**src/hw/rtl/alignment_end_trimmer_unit_assert.svh**
```systemverilog
// Assertion macros for the trimmer RTL (included by aet_core).
`ifndef ALIGNMENT_END_TRIMMER_UNIT_ASSERT_SVH
`define ALIGNMENT_END_TRIMMER_UNIT_ASSERT_SVH

// Same-cycle implication, disabled while reset is low.
`define AET_ASSERT_IMP(lbl, clk, rst_n, ante, cons, msg) \
    lbl: assert property (@(posedge clk) disable iff (!rst_n) (ante) |-> (cons)) \
        else $error(msg);

// Next-cycle implication, disabled while reset is low.
`define AET_ASSERT_NXT(lbl, clk, rst_n, ante, cons, msg) \
    lbl: assert property (@(posedge clk) disable iff (!rst_n) (ante) |=> (cons)) \
        else $error(msg);

`endif

```
**src/hw/rtl/aet_pkg.sv**
```systemverilog
`default_nettype none

package aet_pkg;

    localparam int CHAR_W          = 8;
    localparam int COORD_W         = 32;
    localparam int COLOUT_W        = 17;
    localparam int RUN_W           = 4;
    localparam int RUN_LENGTH_DEF  = 8;
    localparam int MAX_COLUMNS_DEF = 65536;

    localparam logic [CHAR_W-1:0] GAP_CODE = 8'd45;

    typedef struct packed {
        logic [CHAR_W-1:0]  query_char;
        logic [CHAR_W-1:0]  subject_char;
        logic               last_column;
        logic [COORD_W-1:0] query_start;
        logic [COORD_W-1:0] query_stop;
        logic [COORD_W-1:0] subject_start;
        logic [COORD_W-1:0] subject_stop;
    } t_item;

    typedef struct packed {
        logic                success;
        logic [COLOUT_W-1:0] first_column;
        logic [COLOUT_W-1:0] end_column;
        logic [COORD_W-1:0]  new_query_start;
        logic [COORD_W-1:0]  new_query_stop;
        logic [COORD_W-1:0]  new_subject_start;
        logic [COORD_W-1:0]  new_subject_stop;
    } t_result;

endpackage

`default_nettype wire

```
**src/hw/rtl/aet_in_reg.sv**
```systemverilog
`default_nettype none

module aet_in_reg
    import aet_pkg::*;
(
    input  wire logic  i_clk,
    input  wire logic  i_rst_n,
    input  wire logic  i_valid,
    input  wire t_item i_item,
    input  wire logic  i_advance,
    output logic       o_stall,
    output logic       o_valid,
    output t_item      o_item
);

    logic  r_vld;
    logic  n_vld;
    t_item r_item;
    logic  w_load;

    assign o_stall = r_vld && !i_advance;
    assign w_load  = i_valid && !o_stall;

    always_comb begin
        if (w_load) begin
            n_vld = 1'b1;
        end else if (i_advance) begin
            n_vld = 1'b0;
        end else begin
            n_vld = r_vld;
        end
    end

    always_ff @(posedge i_clk) begin
        if (!i_rst_n) begin
            r_vld <= 1'b0;
        end else begin
            r_vld <= n_vld;
        end
    end

    always_ff @(posedge i_clk) begin
        if (w_load) begin
            r_item <= i_item;
        end
    end

    assign o_valid = r_vld;
    assign o_item  = r_item;

endmodule

`default_nettype wire

```
**src/hw/rtl/aet_core.sv**
```systemverilog
`default_nettype none

module aet_core
    import aet_pkg::*;
#(
    parameter int RUN_LENGTH  = RUN_LENGTH_DEF,
    parameter int MAX_COLUMNS = MAX_COLUMNS_DEF
) (
    input  wire logic  i_clk,
    input  wire logic  i_rst_n,
    input  wire logic  i_go,
    input  wire t_item i_item,
    output t_result    o_result
);

    localparam int COL_W = $clog2(MAX_COLUMNS + 1);
    localparam int DLY   = (RUN_LENGTH > 1) ? RUN_LENGTH - 1 : 1;

    typedef logic [COL_W-1:0] t_col;
    typedef struct packed {
        t_col q;
        t_col s;
    } t_pref;

    localparam t_col             COL_MAX = COL_W'(MAX_COLUMNS);
    localparam t_col             RL_COL  = COL_W'(RUN_LENGTH);
    localparam logic [RUN_W-1:0] RL_RUN  = RUN_W'(RUN_LENGTH);

    logic [RUN_W-1:0] r_run, n_run;
    t_col             r_col, n_col;
    t_col             r_qtot, n_qtot;
    t_col             r_stot, n_stot;
    logic             r_fw_found, n_fw_found;
    t_col             r_fw_end, n_fw_end;
    t_col             r_fw_q, n_fw_q;
    t_col             r_fw_s, n_fw_s;
    t_col             r_lw_start, n_lw_start;
    t_col             r_lw_q, n_lw_q;
    t_col             r_lw_s, n_lw_s;
    t_pref            r_dly [DLY];

    logic             w_tl;
    t_pref            w_tap;
    logic             w_ok;
    logic [COORD_W-1:0] w_first;
    logic [COORD_W-1:0] w_end;
    logic [COORD_W-1:0] w_back_q;
    logic [COORD_W-1:0] w_back_s;

    assign w_tl = (r_col >= COL_MAX);

    // prefix counts of the column where the run started (RUN_LENGTH-1 back)
    assign w_tap = (RUN_LENGTH == 1) ? t_pref'{q: r_qtot, s: r_stot} : r_dly[DLY-1];

    always_comb begin
        n_run      = r_run;
        n_col      = r_col;
        n_qtot     = r_qtot;
        n_stot     = r_stot;
        n_fw_found = r_fw_found;
        n_fw_end   = r_fw_end;
        n_fw_q     = r_fw_q;
        n_fw_s     = r_fw_s;
        n_lw_start = r_lw_start;
        n_lw_q     = r_lw_q;
        n_lw_s     = r_lw_s;
        if (!w_tl) begin
            n_qtot = r_qtot + COL_W'(i_item.query_char != GAP_CODE);
            n_stot = r_stot + COL_W'(i_item.subject_char != GAP_CODE);
            if (i_item.query_char == i_item.subject_char) begin
                if (r_run < RL_RUN) begin
                    n_run = r_run + RUN_W'(1);
                end
            end else begin
                n_run = '0;
            end
            if (n_run == RL_RUN) begin
                if (!r_fw_found) begin
                    n_fw_found = 1'b1;
                    n_fw_end   = r_col;
                    n_fw_q     = n_qtot;
                    n_fw_s     = n_stot;
                end
                n_lw_start = r_col + COL_W'(1) - RL_COL;
                n_lw_q     = w_tap.q;
                n_lw_s     = w_tap.s;
            end
            n_col = r_col + COL_W'(1);
        end
    end

    assign w_ok = !w_tl && n_fw_found && ((n_fw_end + COL_W'(1)) != n_col)
                  && (n_lw_start != '0);

    assign w_first  = COORD_W'(n_fw_end) + COORD_W'(1) - COORD_W'(RUN_LENGTH);
    assign w_end    = COORD_W'(n_lw_start) + COORD_W'(RUN_LENGTH);
    assign w_back_q = COORD_W'(n_qtot - n_lw_q);
    assign w_back_s = COORD_W'(n_stot - n_lw_s);

    always_comb begin
        o_result = '0;
        if (w_ok) begin
            o_result.success           = 1'b1;
            o_result.first_column      = w_first[COLOUT_W-1:0];
            o_result.end_column        = w_end[COLOUT_W-1:0];
            o_result.new_query_start   = i_item.query_start + COORD_W'(n_fw_q)
                                         - COORD_W'(RUN_LENGTH);
            o_result.new_query_stop    = i_item.query_stop - w_back_q
                                         + COORD_W'(RUN_LENGTH);
            o_result.new_subject_start = i_item.subject_start + COORD_W'(n_fw_s)
                                         - COORD_W'(RUN_LENGTH);
            o_result.new_subject_stop  = i_item.subject_stop - w_back_s
                                         + COORD_W'(RUN_LENGTH);
        end
    end

    // the last column of an alignment returns the tracker to its reset state
    always_ff @(posedge i_clk) begin
        if (!i_rst_n || (i_go && i_item.last_column)) begin
            r_run      <= '0;
            r_col      <= '0;
            r_qtot     <= '0;
            r_stot     <= '0;
            r_fw_found <= 1'b0;
            r_fw_end   <= '0;
            r_fw_q     <= '0;
            r_fw_s     <= '0;
            r_lw_start <= '0;
            r_lw_q     <= '0;
            r_lw_s     <= '0;
        end else if (i_go) begin
            r_run      <= n_run;
            r_col      <= n_col;
            r_qtot     <= n_qtot;
            r_stot     <= n_stot;
            r_fw_found <= n_fw_found;
            r_fw_end   <= n_fw_end;
            r_fw_q     <= n_fw_q;
            r_fw_s     <= n_fw_s;
            r_lw_start <= n_lw_start;
            r_lw_q     <= n_lw_q;
            r_lw_s     <= n_lw_s;
        end
    end

    // delay line of prefix counts: r_dly[k] holds column (index - 1 - k)
    always_ff @(posedge i_clk) begin
        if (i_go && !w_tl) begin
            r_dly[0] <= '{q: r_qtot, s: r_stot};
            for (int k = 1; k < DLY; k++) begin
                r_dly[k] <= r_dly[k-1];
            end
        end
    end

`include "alignment_end_trimmer_unit_assert.svh"

    `AET_ASSERT_NXT(a_clear_after_last, i_clk, i_rst_n, i_go && i_item.last_column, (r_col == '0) && (r_run == '0) && !r_fw_found, "state not cleared after last column")
    `AET_ASSERT_IMP(a_fw_before_col, i_clk, i_rst_n, r_fw_found, r_fw_end < r_col, "first window end not below column index")
    `AET_ASSERT_IMP(a_run_implies_fw, i_clk, i_rst_n, r_run == RL_RUN, r_fw_found, "full run without a first window")
    `AET_ASSERT_NXT(a_col_step, i_clk, i_rst_n, i_go && !i_item.last_column && !w_tl, r_col == $past(r_col) + COL_W'(1), "column index did not advance")

endmodule

`default_nettype wire

```
**src/hw/rtl/aet_out_reg.sv**
```systemverilog
`default_nettype none

module aet_out_reg
    import aet_pkg::*;
(
    input  wire logic    i_clk,
    input  wire logic    i_rst_n,
    input  wire logic    i_load,
    input  wire t_result i_result,
    input  wire logic    i_stall,
    output logic         o_free,
    output logic         o_valid,
    output t_result      o_result
);

    logic    r_vld;
    logic    n_vld;
    t_result r_result;

    assign o_free = !r_vld || !i_stall;

    always_comb begin
        if (i_load) begin
            n_vld = 1'b1;
        end else if (!i_stall) begin
            n_vld = 1'b0;
        end else begin
            n_vld = r_vld;
        end
    end

    always_ff @(posedge i_clk) begin
        if (!i_rst_n) begin
            r_vld <= 1'b0;
        end else begin
            r_vld <= n_vld;
        end
    end

    always_ff @(posedge i_clk) begin
        if (i_load) begin
            r_result <= i_result;
        end
    end

    assign o_valid  = r_vld;
    assign o_result = r_result;

endmodule

`default_nettype wire

```
**src/hw/rtl/alignment_end_trimmer_unit.sv**
```systemverilog
// Alignment end trimmer.
// Input channel: one alignment column per transaction (query and subject
// characters, last-column flag, and the four coordinates, which matter only
// on the last column). Accepted when i_in_valid is high and o_in_stall low.
// Output channel: one result transaction per alignment, issued for the last
// column only; taken when o_out_valid is high and i_out_stall low.
// A last column enters an input register, passes through the run tracker
// and lands in the result register, where its result is held until it is
// taken.
// Throughput: one column per cycle. Ordinary columns keep flowing while a
// result is stalled; a last column waits in the input register until the
// result register frees, and holds further columns back meanwhile.
// Reset (synchronous, active low) empties both registers and clears the run
// counter, column index, non-gap counts and window records. The tracker
// state is cleared again after each last column, for the next alignment.
// No clearing pass is needed; the block accepts columns right after reset.
`default_nettype none

module alignment_end_trimmer_unit
    import aet_pkg::*;
#(
    parameter int RUN_LENGTH  = RUN_LENGTH_DEF,
    parameter int MAX_COLUMNS = MAX_COLUMNS_DEF
) (
    input  wire logic                i_clk,
    input  wire logic                i_rst_n,
    input  wire logic                i_in_valid,
    output logic                     o_in_stall,
    input  wire logic [CHAR_W-1:0]   i_query_char,
    input  wire logic [CHAR_W-1:0]   i_subject_char,
    input  wire logic                i_last_column,
    input  wire logic [COORD_W-1:0]  i_query_start,
    input  wire logic [COORD_W-1:0]  i_query_stop,
    input  wire logic [COORD_W-1:0]  i_subject_start,
    input  wire logic [COORD_W-1:0]  i_subject_stop,
    output logic                     o_out_valid,
    input  wire logic                i_out_stall,
    output logic                     o_success,
    output logic [COLOUT_W-1:0]      o_first_column,
    output logic [COLOUT_W-1:0]      o_end_column,
    output logic [COORD_W-1:0]       o_new_query_start,
    output logic [COORD_W-1:0]       o_new_query_stop,
    output logic [COORD_W-1:0]       o_new_subject_start,
    output logic [COORD_W-1:0]       o_new_subject_stop
);

    t_item   w_in_item;
    t_item   w_s1_item;
    logic    w_s1_vld;
    logic    w_go;
    logic    w_out_free;
    t_result w_core_result;
    t_result w_out_result;

    assign w_in_item = '{
        query_char:    i_query_char,
        subject_char:  i_subject_char,
        last_column:   i_last_column,
        query_start:   i_query_start,
        query_stop:    i_query_stop,
        subject_start: i_subject_start,
        subject_stop:  i_subject_stop
    };

    // a last column needs room in the result register, other columns do not
    assign w_go = w_s1_vld && (!w_s1_item.last_column || w_out_free);

    aet_in_reg u_in_reg (
        .i_clk     (i_clk),
        .i_rst_n   (i_rst_n),
        .i_valid   (i_in_valid),
        .i_item    (w_in_item),
        .i_advance (w_go),
        .o_stall   (o_in_stall),
        .o_valid   (w_s1_vld),
        .o_item    (w_s1_item)
    );

    aet_core #(
        .RUN_LENGTH  (RUN_LENGTH),
        .MAX_COLUMNS (MAX_COLUMNS)
    ) u_core (
        .i_clk    (i_clk),
        .i_rst_n  (i_rst_n),
        .i_go     (w_go),
        .i_item   (w_s1_item),
        .o_result (w_core_result)
    );

    aet_out_reg u_out_reg (
        .i_clk    (i_clk),
        .i_rst_n  (i_rst_n),
        .i_load   (w_go && w_s1_item.last_column),
        .i_result (w_core_result),
        .i_stall  (i_out_stall),
        .o_free   (w_out_free),
        .o_valid  (o_out_valid),
        .o_result (w_out_result)
    );

    assign o_success           = w_out_result.success;
    assign o_first_column      = w_out_result.first_column;
    assign o_end_column        = w_out_result.end_column;
    assign o_new_query_start   = w_out_result.new_query_start;
    assign o_new_query_stop    = w_out_result.new_query_stop;
    assign o_new_subject_start = w_out_result.new_subject_start;
    assign o_new_subject_stop  = w_out_result.new_subject_stop;

endmodule

`default_nettype wire
```
**config.mk**
```make
export PLATFORM = sky130hd
export DESIGN_NAME = alignment_end_trimmer_unit
export DESIGN_NICKNAME = d
export VERILOG_FILES = /design/src/hw/rtl/aet_pkg.sv /design/src/hw/rtl/aet_in_reg.sv /design/src/hw/rtl/aet_core.sv /design/src/hw/rtl/aet_out_reg.sv /design/src/hw/rtl/alignment_end_trimmer_unit.sv
export VERILOG_INCLUDE_DIRS = /design/src /design/src/hw/rtl
export SDC_FILE = /design/constraint.sdc
export NUM_CORES = 1
export LEC_CHECK = 0
export BUFFER_PORTS_ARGS = -buffer_cell sky130_fd_sc_hd__buf_4
export CAP_MARGIN = 30
export CORE_ASPECT_RATIO = 1.5
export CORE_MARGIN = 2
export CORE_UTILIZATION = 60
export DETAILED_ROUTE_END_ITERATION = 16
export PLACE_DENSITY = 0.88
export SLEW_MARGIN = 20
export SYNTH_ARGS = -nofsm -noshare
export SYNTH_HDL_FRONTEND = slang
export SYNTH_SLANG_ARGS = --single-unit
```
**constraint.sdc**
```tcl
create_clock -name i_clk -period 22.4 [get_ports i_clk]
set_input_delay 1.12 -clock i_clk [delete_from_list [all_inputs] [get_ports i_clk]]
set_output_delay 1.12 -clock i_clk [all_outputs]
set_load 0.03 [all_outputs]
```
==> impl_results.md, run 1 <==
- Outcome: complete, no violations
- FFs w/ async S/R, synth: 0%
- Crit-path max cell delay: 0.83 ns
- Finish-stage setup viols: 0
- P_sw: 0.840 mW
- Final period util: 40.1%
- P_leak: between 15 and 20 nW
- CP endpoint kind: flip-flop
- Initial core utilization: between 60% and 70%
- Hold path endpoint: u_core.r_dly[5][10]
- DIE HEIGHT: 307 µm
- Drt total wl: 87600 µm
- Cells after synthesis: between 3000 and 4000
- Clock power frac: 36.6%
- Clk root buf: clkbuf_16
- Die width: 206 µm
- Max Buffers Root-to-Sink: 3
- First-pass GRT wire length: 135000 µm
- R2R Setup Slk: 13.42 ns
- CP Data Required Time: 22.77 ns
- RSZ-0062 raised after global routing: no
- Library cells used by synthesis: 95
- Slew margin rel.: 34.2%
- Most common cell after layout, fill and taps aside: edfxtp_1
- Reg power frac: 46.6%
- CTS Hold Buffers Added: 0
- Max_cap viols: 0
- Mapped Area: 36600 µm²
- Gate power share: roughly 17%
- Slew Limit Fails: 0
- Initial antenna violation count: 7
- Hold Startpoint: u_core.r_dly[4][10]
- Crit-path max FO: 53
- Final hold violations: 0
- Max Clk Rate: 111 MHz
- Largest net degree at the start of global routing: 111
- Placed cell count: ~4300
- CTS tree: yes
- EDFF count, synth: between 500 and 600
- Synth top area share: 44.7%
- Cell taking the most area after synthesis: edfxtp_1
- Clk slew on worst S/H paths: 0.06 ns
- Max IR drop VDD: about 0.07 mV
- Num CTS Buffers: 67
- Clock Skew: 0.0355 ns
- CP startpoint kind: flip-flop
- Vias: approximately 27000
- Synth Flop Type: edfxtp_1
- PnR worst setup slack: roughly 13 ns
- Area grow syn2layout: 14.3%
- GP Congestion: 0.900
- Worst R2R Start: u_core.r_run[1]
- Setup WS pre-CTS: 13.67 ns
- Row count: 111
- Proportion of layout cells with a drive suffix above 1: 13.3%
- Antenna cell count: 0
- Sequential area share after synthesis: 53.5%
- H-tree depth: 3
- Most frequent cells in the layout: edfxtp_1, nor2_1, buf_4
- Sw frac: 26.7%
- Port-buffer cells: 313
- Power Dens Cells: 75.2 nW/µm²
- Mean Syn Cell Area: approximately 11 µm²
- Clk_lat worst skew: 0.64 ns
- Syn. warnings: 0
- I/O pin total: roughly 310
- Hold Crit Depth: 0
- Die ar.: ~63000 µm²
- Top post-synthesis cells by area: edfxtp_1, dfxtp_1, ha_1
- Area of the core: about 61000 µm²
- Reg2Reg Depth: 27
- Internal power component: roughly 2.3 mW
- Post-route ant nets: 0
- Final TNS setup: 0 ns
- Fillers: about 4200
- CP max stage cell: a31oi_2
- Post-DP HPWL: 61100 µm
- Global Route Usage Sum: 27.3%
- Post-Synthesis Net Count: 3774
- #FFs+latches synth: between 700 and 800
- Layout net count: 4033
- Post-CTS Setup Bufs: 0
- Crit path DAT: 9.35 ns
- Drt drc: 0
- Post-CTS Resized: 0
- Gr ovfl total: 0
- Vias in the first global route: 25700
- R2R Path End: u_out_reg.o_result[30]
- Wire per inst: 19.6 µm
- Initial drt markers: 2057
- Setup CP Type: flip-flop to flip-flop
- CTS sink cnt: 706
- Worst hold path type: flip-flop to flip-flop
- Detailed Routing Iterations Pass 1: 6
- Non-filler cells, final: about 4500
- Via-per-instance ratio: 5.98
- Most frequent cell on the critical path: ha_1
- Period minus WS final: 8.98 ns
- Worst Max-Slew Pin Slew: 0.987 ns
power by group through the flow:
stage	clock [mW]	sequential (mW)	combinational [mW]
5_1_grt	1.22	1.47	0.590
2_1_floorplan	0	1.50	0.391
3_5_place_dp	0	1.49	0.518
4_1_cts	1.17	1.47	0.525
3_3_place_gp	0	1.49	0.500
6_report	1.15	1.47	0.530
layout make-up:
cell class / count / area (µm²) / share of cell area (%)
inverter: 183 / 699 / 1.67
multi-input combinational: 2332 / 15800 / 37.6
timing repair buffer: 335 / 2600 / 6.21
tap: 791 / 990 / 2.36
clock inverter: 37 / 400 / 0.956
sequential: 706 / 19600 / 46.8
clock buffer: 87 / 1830 / 4.38
critical path: cells and delay by family, from the launching register on:
kind / cells / cell delay, ns
AO/OA/AOI/OAI: 13 / 4.18
flip-flops: 1 / 0.46
AND/OR/NAND/NOR: 8 / 1.65
multiplexers: 1 / 0.25
adder cells (fa/ha/maj): 4 / 1.42
buffers and inverters: 1 / 0.71
sequential cells by signal, summed over array words and instances, names as in the netlist, 4 cells and up:
| signal | count |
|---|---|
| u_core.r_lw_q | 17 |
| u_out_reg.o_result | 163 |
| u_core.r_fw_end | 17 |
| u_in_reg.o_item | 145 |
| u_core.r_lw_s | 17 |
| u_core.r_fw_s | 17 |
| u_core.r_lw_start | 17 |
| u_core.r_run | 4 |
| u_core.r_qtot | 17 |
| u_core.r_col | 17 |
| u_core.r_fw_q | 17 |
| u_core.r_dly | 238 |
| u_core.r_stot | 17 |
logic make-up (layout without fill, tap and decap cells):
logic type	after synthesis	in the layout	share of synthesized area (%)
and+or+nand+nor	1054	1054	13.5
DFF	706	706	53.5
AOI/OAI and AO/OA	648	648	11.2
buffers and inverters	328	642	3.60
xor gates and xnor gates	287	287	6.90
adders and majority gates	261	261	9.02
muxes	82	82	2.29
cell usage after synthesis, types with 23 or more instances:
library cell / instances
a211oi_1: 59
a21o_1: 62
a21oi_1: 244
and2_1: 34
and3_1: 35
clkbuf_1: 99
dfxtp_1: 160
edfxtp_1: 546
ha_1: 253
inv_1: 181
mux2i_1: 70
nand2_1: 219
nand2b_1: 25
nand3_1: 84
nand4_1: 25
nor2_1: 420
nor2b_1: 23
nor3_1: 72
o21ai_0: 104
or3_1: 39
xnor2_1: 153
xor2_1: 133
layer usage:
metal	GRT usage (%)	vias to the layer above	part of all wire, %
met5	0	-	0.12
met4	11.6	14	4.2
met3	5.75	241	8.1
met2	46.6	1107	49
met1	33.6	12700	39
li1	-	12700	-
stage by stage:
stage | total power [mW] | instance area, µm² | hold WS [ns] | util [%]
2_1_floorplan | 1.89 | 36600 | 0.400 | -
3_3_place_gp | 1.99 | 39500 | 0.400 | 65.1
3_5_place_dp | 2.01 | 39600 | 0.405 | 65.2
4_1_cts | 3.17 | 41800 | 0.401 | 68.9
5_1_grt | 3.28 | 41900 | 0.408 | 69.0
6_report | 3.15 | 41900 | 0.404 | 69.0
how the worst max path moves through the flow:
stage / cells after the start / start / endpoint / slack [ns]
2_1_floorplan: 8 / i_out_stall / u_core.r_run[0] / 12.58
3_3_place_gp: 27 / u_core.r_run[1] / u_out_reg.o_result[30] / 14.04
3_5_place_dp: 27 / u_core.r_run[1] / u_out_reg.o_result[30] / 13.67
4_1_cts: 27 / u_core.r_run[1] / u_out_reg.o_result[30] / 13.54
5_1_grt: 27 / u_core.r_run[1] / u_out_reg.o_result[30] / 12.85
6_report: 27 / u_core.r_run[1] / u_out_reg.o_result[30] / 13.42
Note: power is estimated with default switching activity, not from simulation.
==> run 2: changes to the inputs <==
- CORE_UTILIZATION: 60 -> 55
- PLACE_DENSITY: 0.88 -> 0.85
- clock period: 22.4 -> 8 ns (I/O delays scaled with it)
==> run 2 against run 1 <==
Net effect:
- total power rose to 2.9 times the previous value
- largest power group unchanged
- setup slack got worse by 13 ns
- combinational power rose to 3.0 times the previous value
- flip-flop and latch count did not move
- non-clock buffer count rose by 157
- critical path depth did not move
- sequential power rose to 2.8 times the previous value
- core utilization fell by 2.4 points
- design area rose by 4.5%
- via count rose by 1.9%
- clock power rose to 2.9 times the previous value
- global-route usage fell by 0.78 points
==> impl_results.md, run 2 (synthesis results as in run 1) <==
- Clk slew on worst S/H paths: 0.06 ns (about the same)
- CP Data Required Time: 8.37 ns (-14.40 ns)
- CTS sink cnt: 706 (unchanged)
- DIE HEIGHT: 320 µm (+4.4%)
- CP startpoint kind: flip-flop
- Max reg flops: 238 (unchanged)
- FF+latch area: 19600 µm² (about the same)
- Proportion of layout cells with a drive suffix above 1: 13.4% (+0.12 points)
- Die ar.: 68700 µm² (+8.9%)
- Post-route ant nets: 0 (unchanged)
- Initial drt markers: 2305 (+12%)
- I/O pin total: 314 (unchanged)
- Initial antenna violation count: 9 (+2)
- Detailed Routing Iterations Pass 1: 6 (unchanged)
- Clk_lat worst skew: 0.63 ns (about the same)
- Max Buffers Root-to-Sink: 3 (unchanged)
- First-pass GRT wire length: 144000 µm (+6.5%)
- Global Route Usage Sum: 26.6% (-0.78 points)
- Power Dens Cells: 207 nW/µm² (+180%)
- Row count: 115 (+3.6%)
- Area of the core: 65800 µm² (+8.3%)
- Top reg by flops: u_core.r_dly
- Gr ovfl total: 0 (unchanged)
- Clock Skew: 0.0334 ns (-0.00213 ns)
- Die width: 215 µm (+4.4%)
- Area grow syn2layout: 19.5%
- GP Congestion: 0.905 (+0.59%)
- Fillers: 4603 (+10%)
- Clk root buf: clkbuf_16
- H-tree depth: 3 (unchanged)
- Drt drc: 0 (unchanged)
- Largest net degree at the start of global routing: 158 (+42%)
- Slew Limit Fails: 0 (unchanged)
- Drt total wl: 92700 µm (+5.9%)
- Final TNS setup: 0 ns (unchanged)
- Vias in the first global route: 26300 (+2.5%)
- Initial core utilization: 55.7% (-4.7 points)
- Crit path DAT: 7.98 ns (-1.37 ns)
- Multi-input logic area: 15800 µm² (+0.50%)
- Setup WS pre-CTS: -0.0951 ns (-13.76 ns)
- Max_cap viols: 0 (unchanged)
- Layout net count: 4192 (+3.9%)
- Wire per inst: 19.6 µm (+0.23%)
- Port-buffer cells: 313 (unchanged)
- Outcome: complete, no violations
- Final period util: 95.1% (+55 points)
- Num CTS Buffers: 69 (+3.0%)
- CP endpoint kind: flip-flop
- PnR worst setup slack: 0.389 ns (-13.03 ns)
- Setup CP Type: flip-flop to flip-flop
- Vias: 27200 (+1.9%)
- CTS tree: yes
- Most frequent cells in the layout: edfxtp_1, nor2_1, buf_4
- Post-layout util: 66.6% (-2.4 points)
- Max Clk Rate: 131 MHz (+18%)
- Period minus WS final: 7.61 ns (-1.37 ns)
- Post-DP HPWL: 61500 µm (+0.54%)
- Slew margin rel.: 32.5% (-1.7 points)
- Final hold violations: 0 (unchanged)
- Worst hold path type: input port to flip-flop
- Via-per-instance ratio: 5.77 (-3.6%)
- Crit-path max FO: 6 (-89%)
- Design Power: 9.06 mW (+190%)
- Worst Max-Slew Pin Slew: 1.01 ns (+0.0211 ns)
- Max IR drop VDD: 0.231 mV (+230%)
- Most common cell after layout, fill and taps aside: edfxtp_1
- P_leak: 17.8 nW (+4.6%)
- Finish-stage setup viols: 0 (unchanged)
## run 2: cell count changes in the layout (fill, tap and decap cells not counted), sizes merged
cell and delta:
bufinv +2, dlygate4sd3 +146, buf +11, diode +6
clkbuf +2, clkinvlp -4, clkinv +3
## run 2: area by class of cell
cell class | count | area share (%)
sequential | 706 | 44.8
multi-input combinational | 2332 | 36.2
timing repair buffer | 492 | 9.55
clock buffer | 89 | 4.50
tap | 877 | 2.51
inverter | 183 | 1.60
clock inverter | 38 | 0.866
antenna | 6 | 0.0343
## run 2: worst paths after layout
path	startpoint	to	slack, ns	depth (start not counted)
setup reg to reg	u_in_reg.o_item[133]	u_out_reg.o_result[30]	0.39	27
hold reg to reg	u_core.r_dly[2][9]	u_core.r_dly[3][9]	0.40	0
setup / recovery	u_in_reg.o_item[133]	u_out_reg.o_result[30]	0.39	27
hold / removal	i_rst_n	u_in_reg.o_valid	0.03	2
## run 2: per-layer routing
metal	wire (µm)	global-route usage, %	vias up
li1	-	-	13000
met4	3930	12.0	2
met2	46100	46.3	1065
met5	11	0	-
met3	5950	3.85	186
met1	36700	32.7	13000
## run 2: what timing repair did
item | CTS | global route
endpoints found under the hold margin | 146 | 0
hold buffers | 146 | 0
pin swaps | 1 | 5
gates resized for setup | 0 | 16
endpoints found under the setup margin | 2 | 15
setup buffers | 0 | 5
## run 2: power by group
group	leakage, nW	switching (mW)	internal, mW
clock network	1.16	1.44	1.95
registers	6.82	0.0504	4.06
logic	9.81	0.890	0.678
## run 2: through the flow
| step | hold WS (ns) | instance area [µm²] | instances |
|---|---|---|---|
| 3_3_place_gp | 0.400 | 39800 | 4436 |
| 4_1_cts | 0.00606 | 43600 | 4709 |
| 2_1_floorplan | 0.400 | 36700 | 3366 |
| 5_1_grt | 0.0346 | 43800 | 4723 |
| 3_5_place_dp | 0.405 | 39800 | 4436 |
| 6_report | 0.0306 | 43800 | 4723 |
## run 2: worst max-delay path: stages, from the launching register on
cell       delay (ns)
edfxtp_1         0.42
nor4b_1          0.46
nand4_1          0.30
ha_1             0.31
ha_1             0.31
mux2i_1          0.23
inv_1            0.08
ha_1             0.27
nor2b_1          0.16
o211a_1          0.24
nor3_1           0.19
a211oi_1         0.08
o21ai_1          0.38
a311oi_2         0.22
o311ai_2         0.43
a31oi_4          0.21
ha_1             0.33
ha_1             0.36
a21o_1           0.19
a21o_1           0.19
a21oi_1          0.14
nor2b_1          0.07
or3b_2           0.47
a221o_1          0.39
a2111oi_1        0.37
or3_1            0.21
nor3_1           0.07
o31a_1           0.30
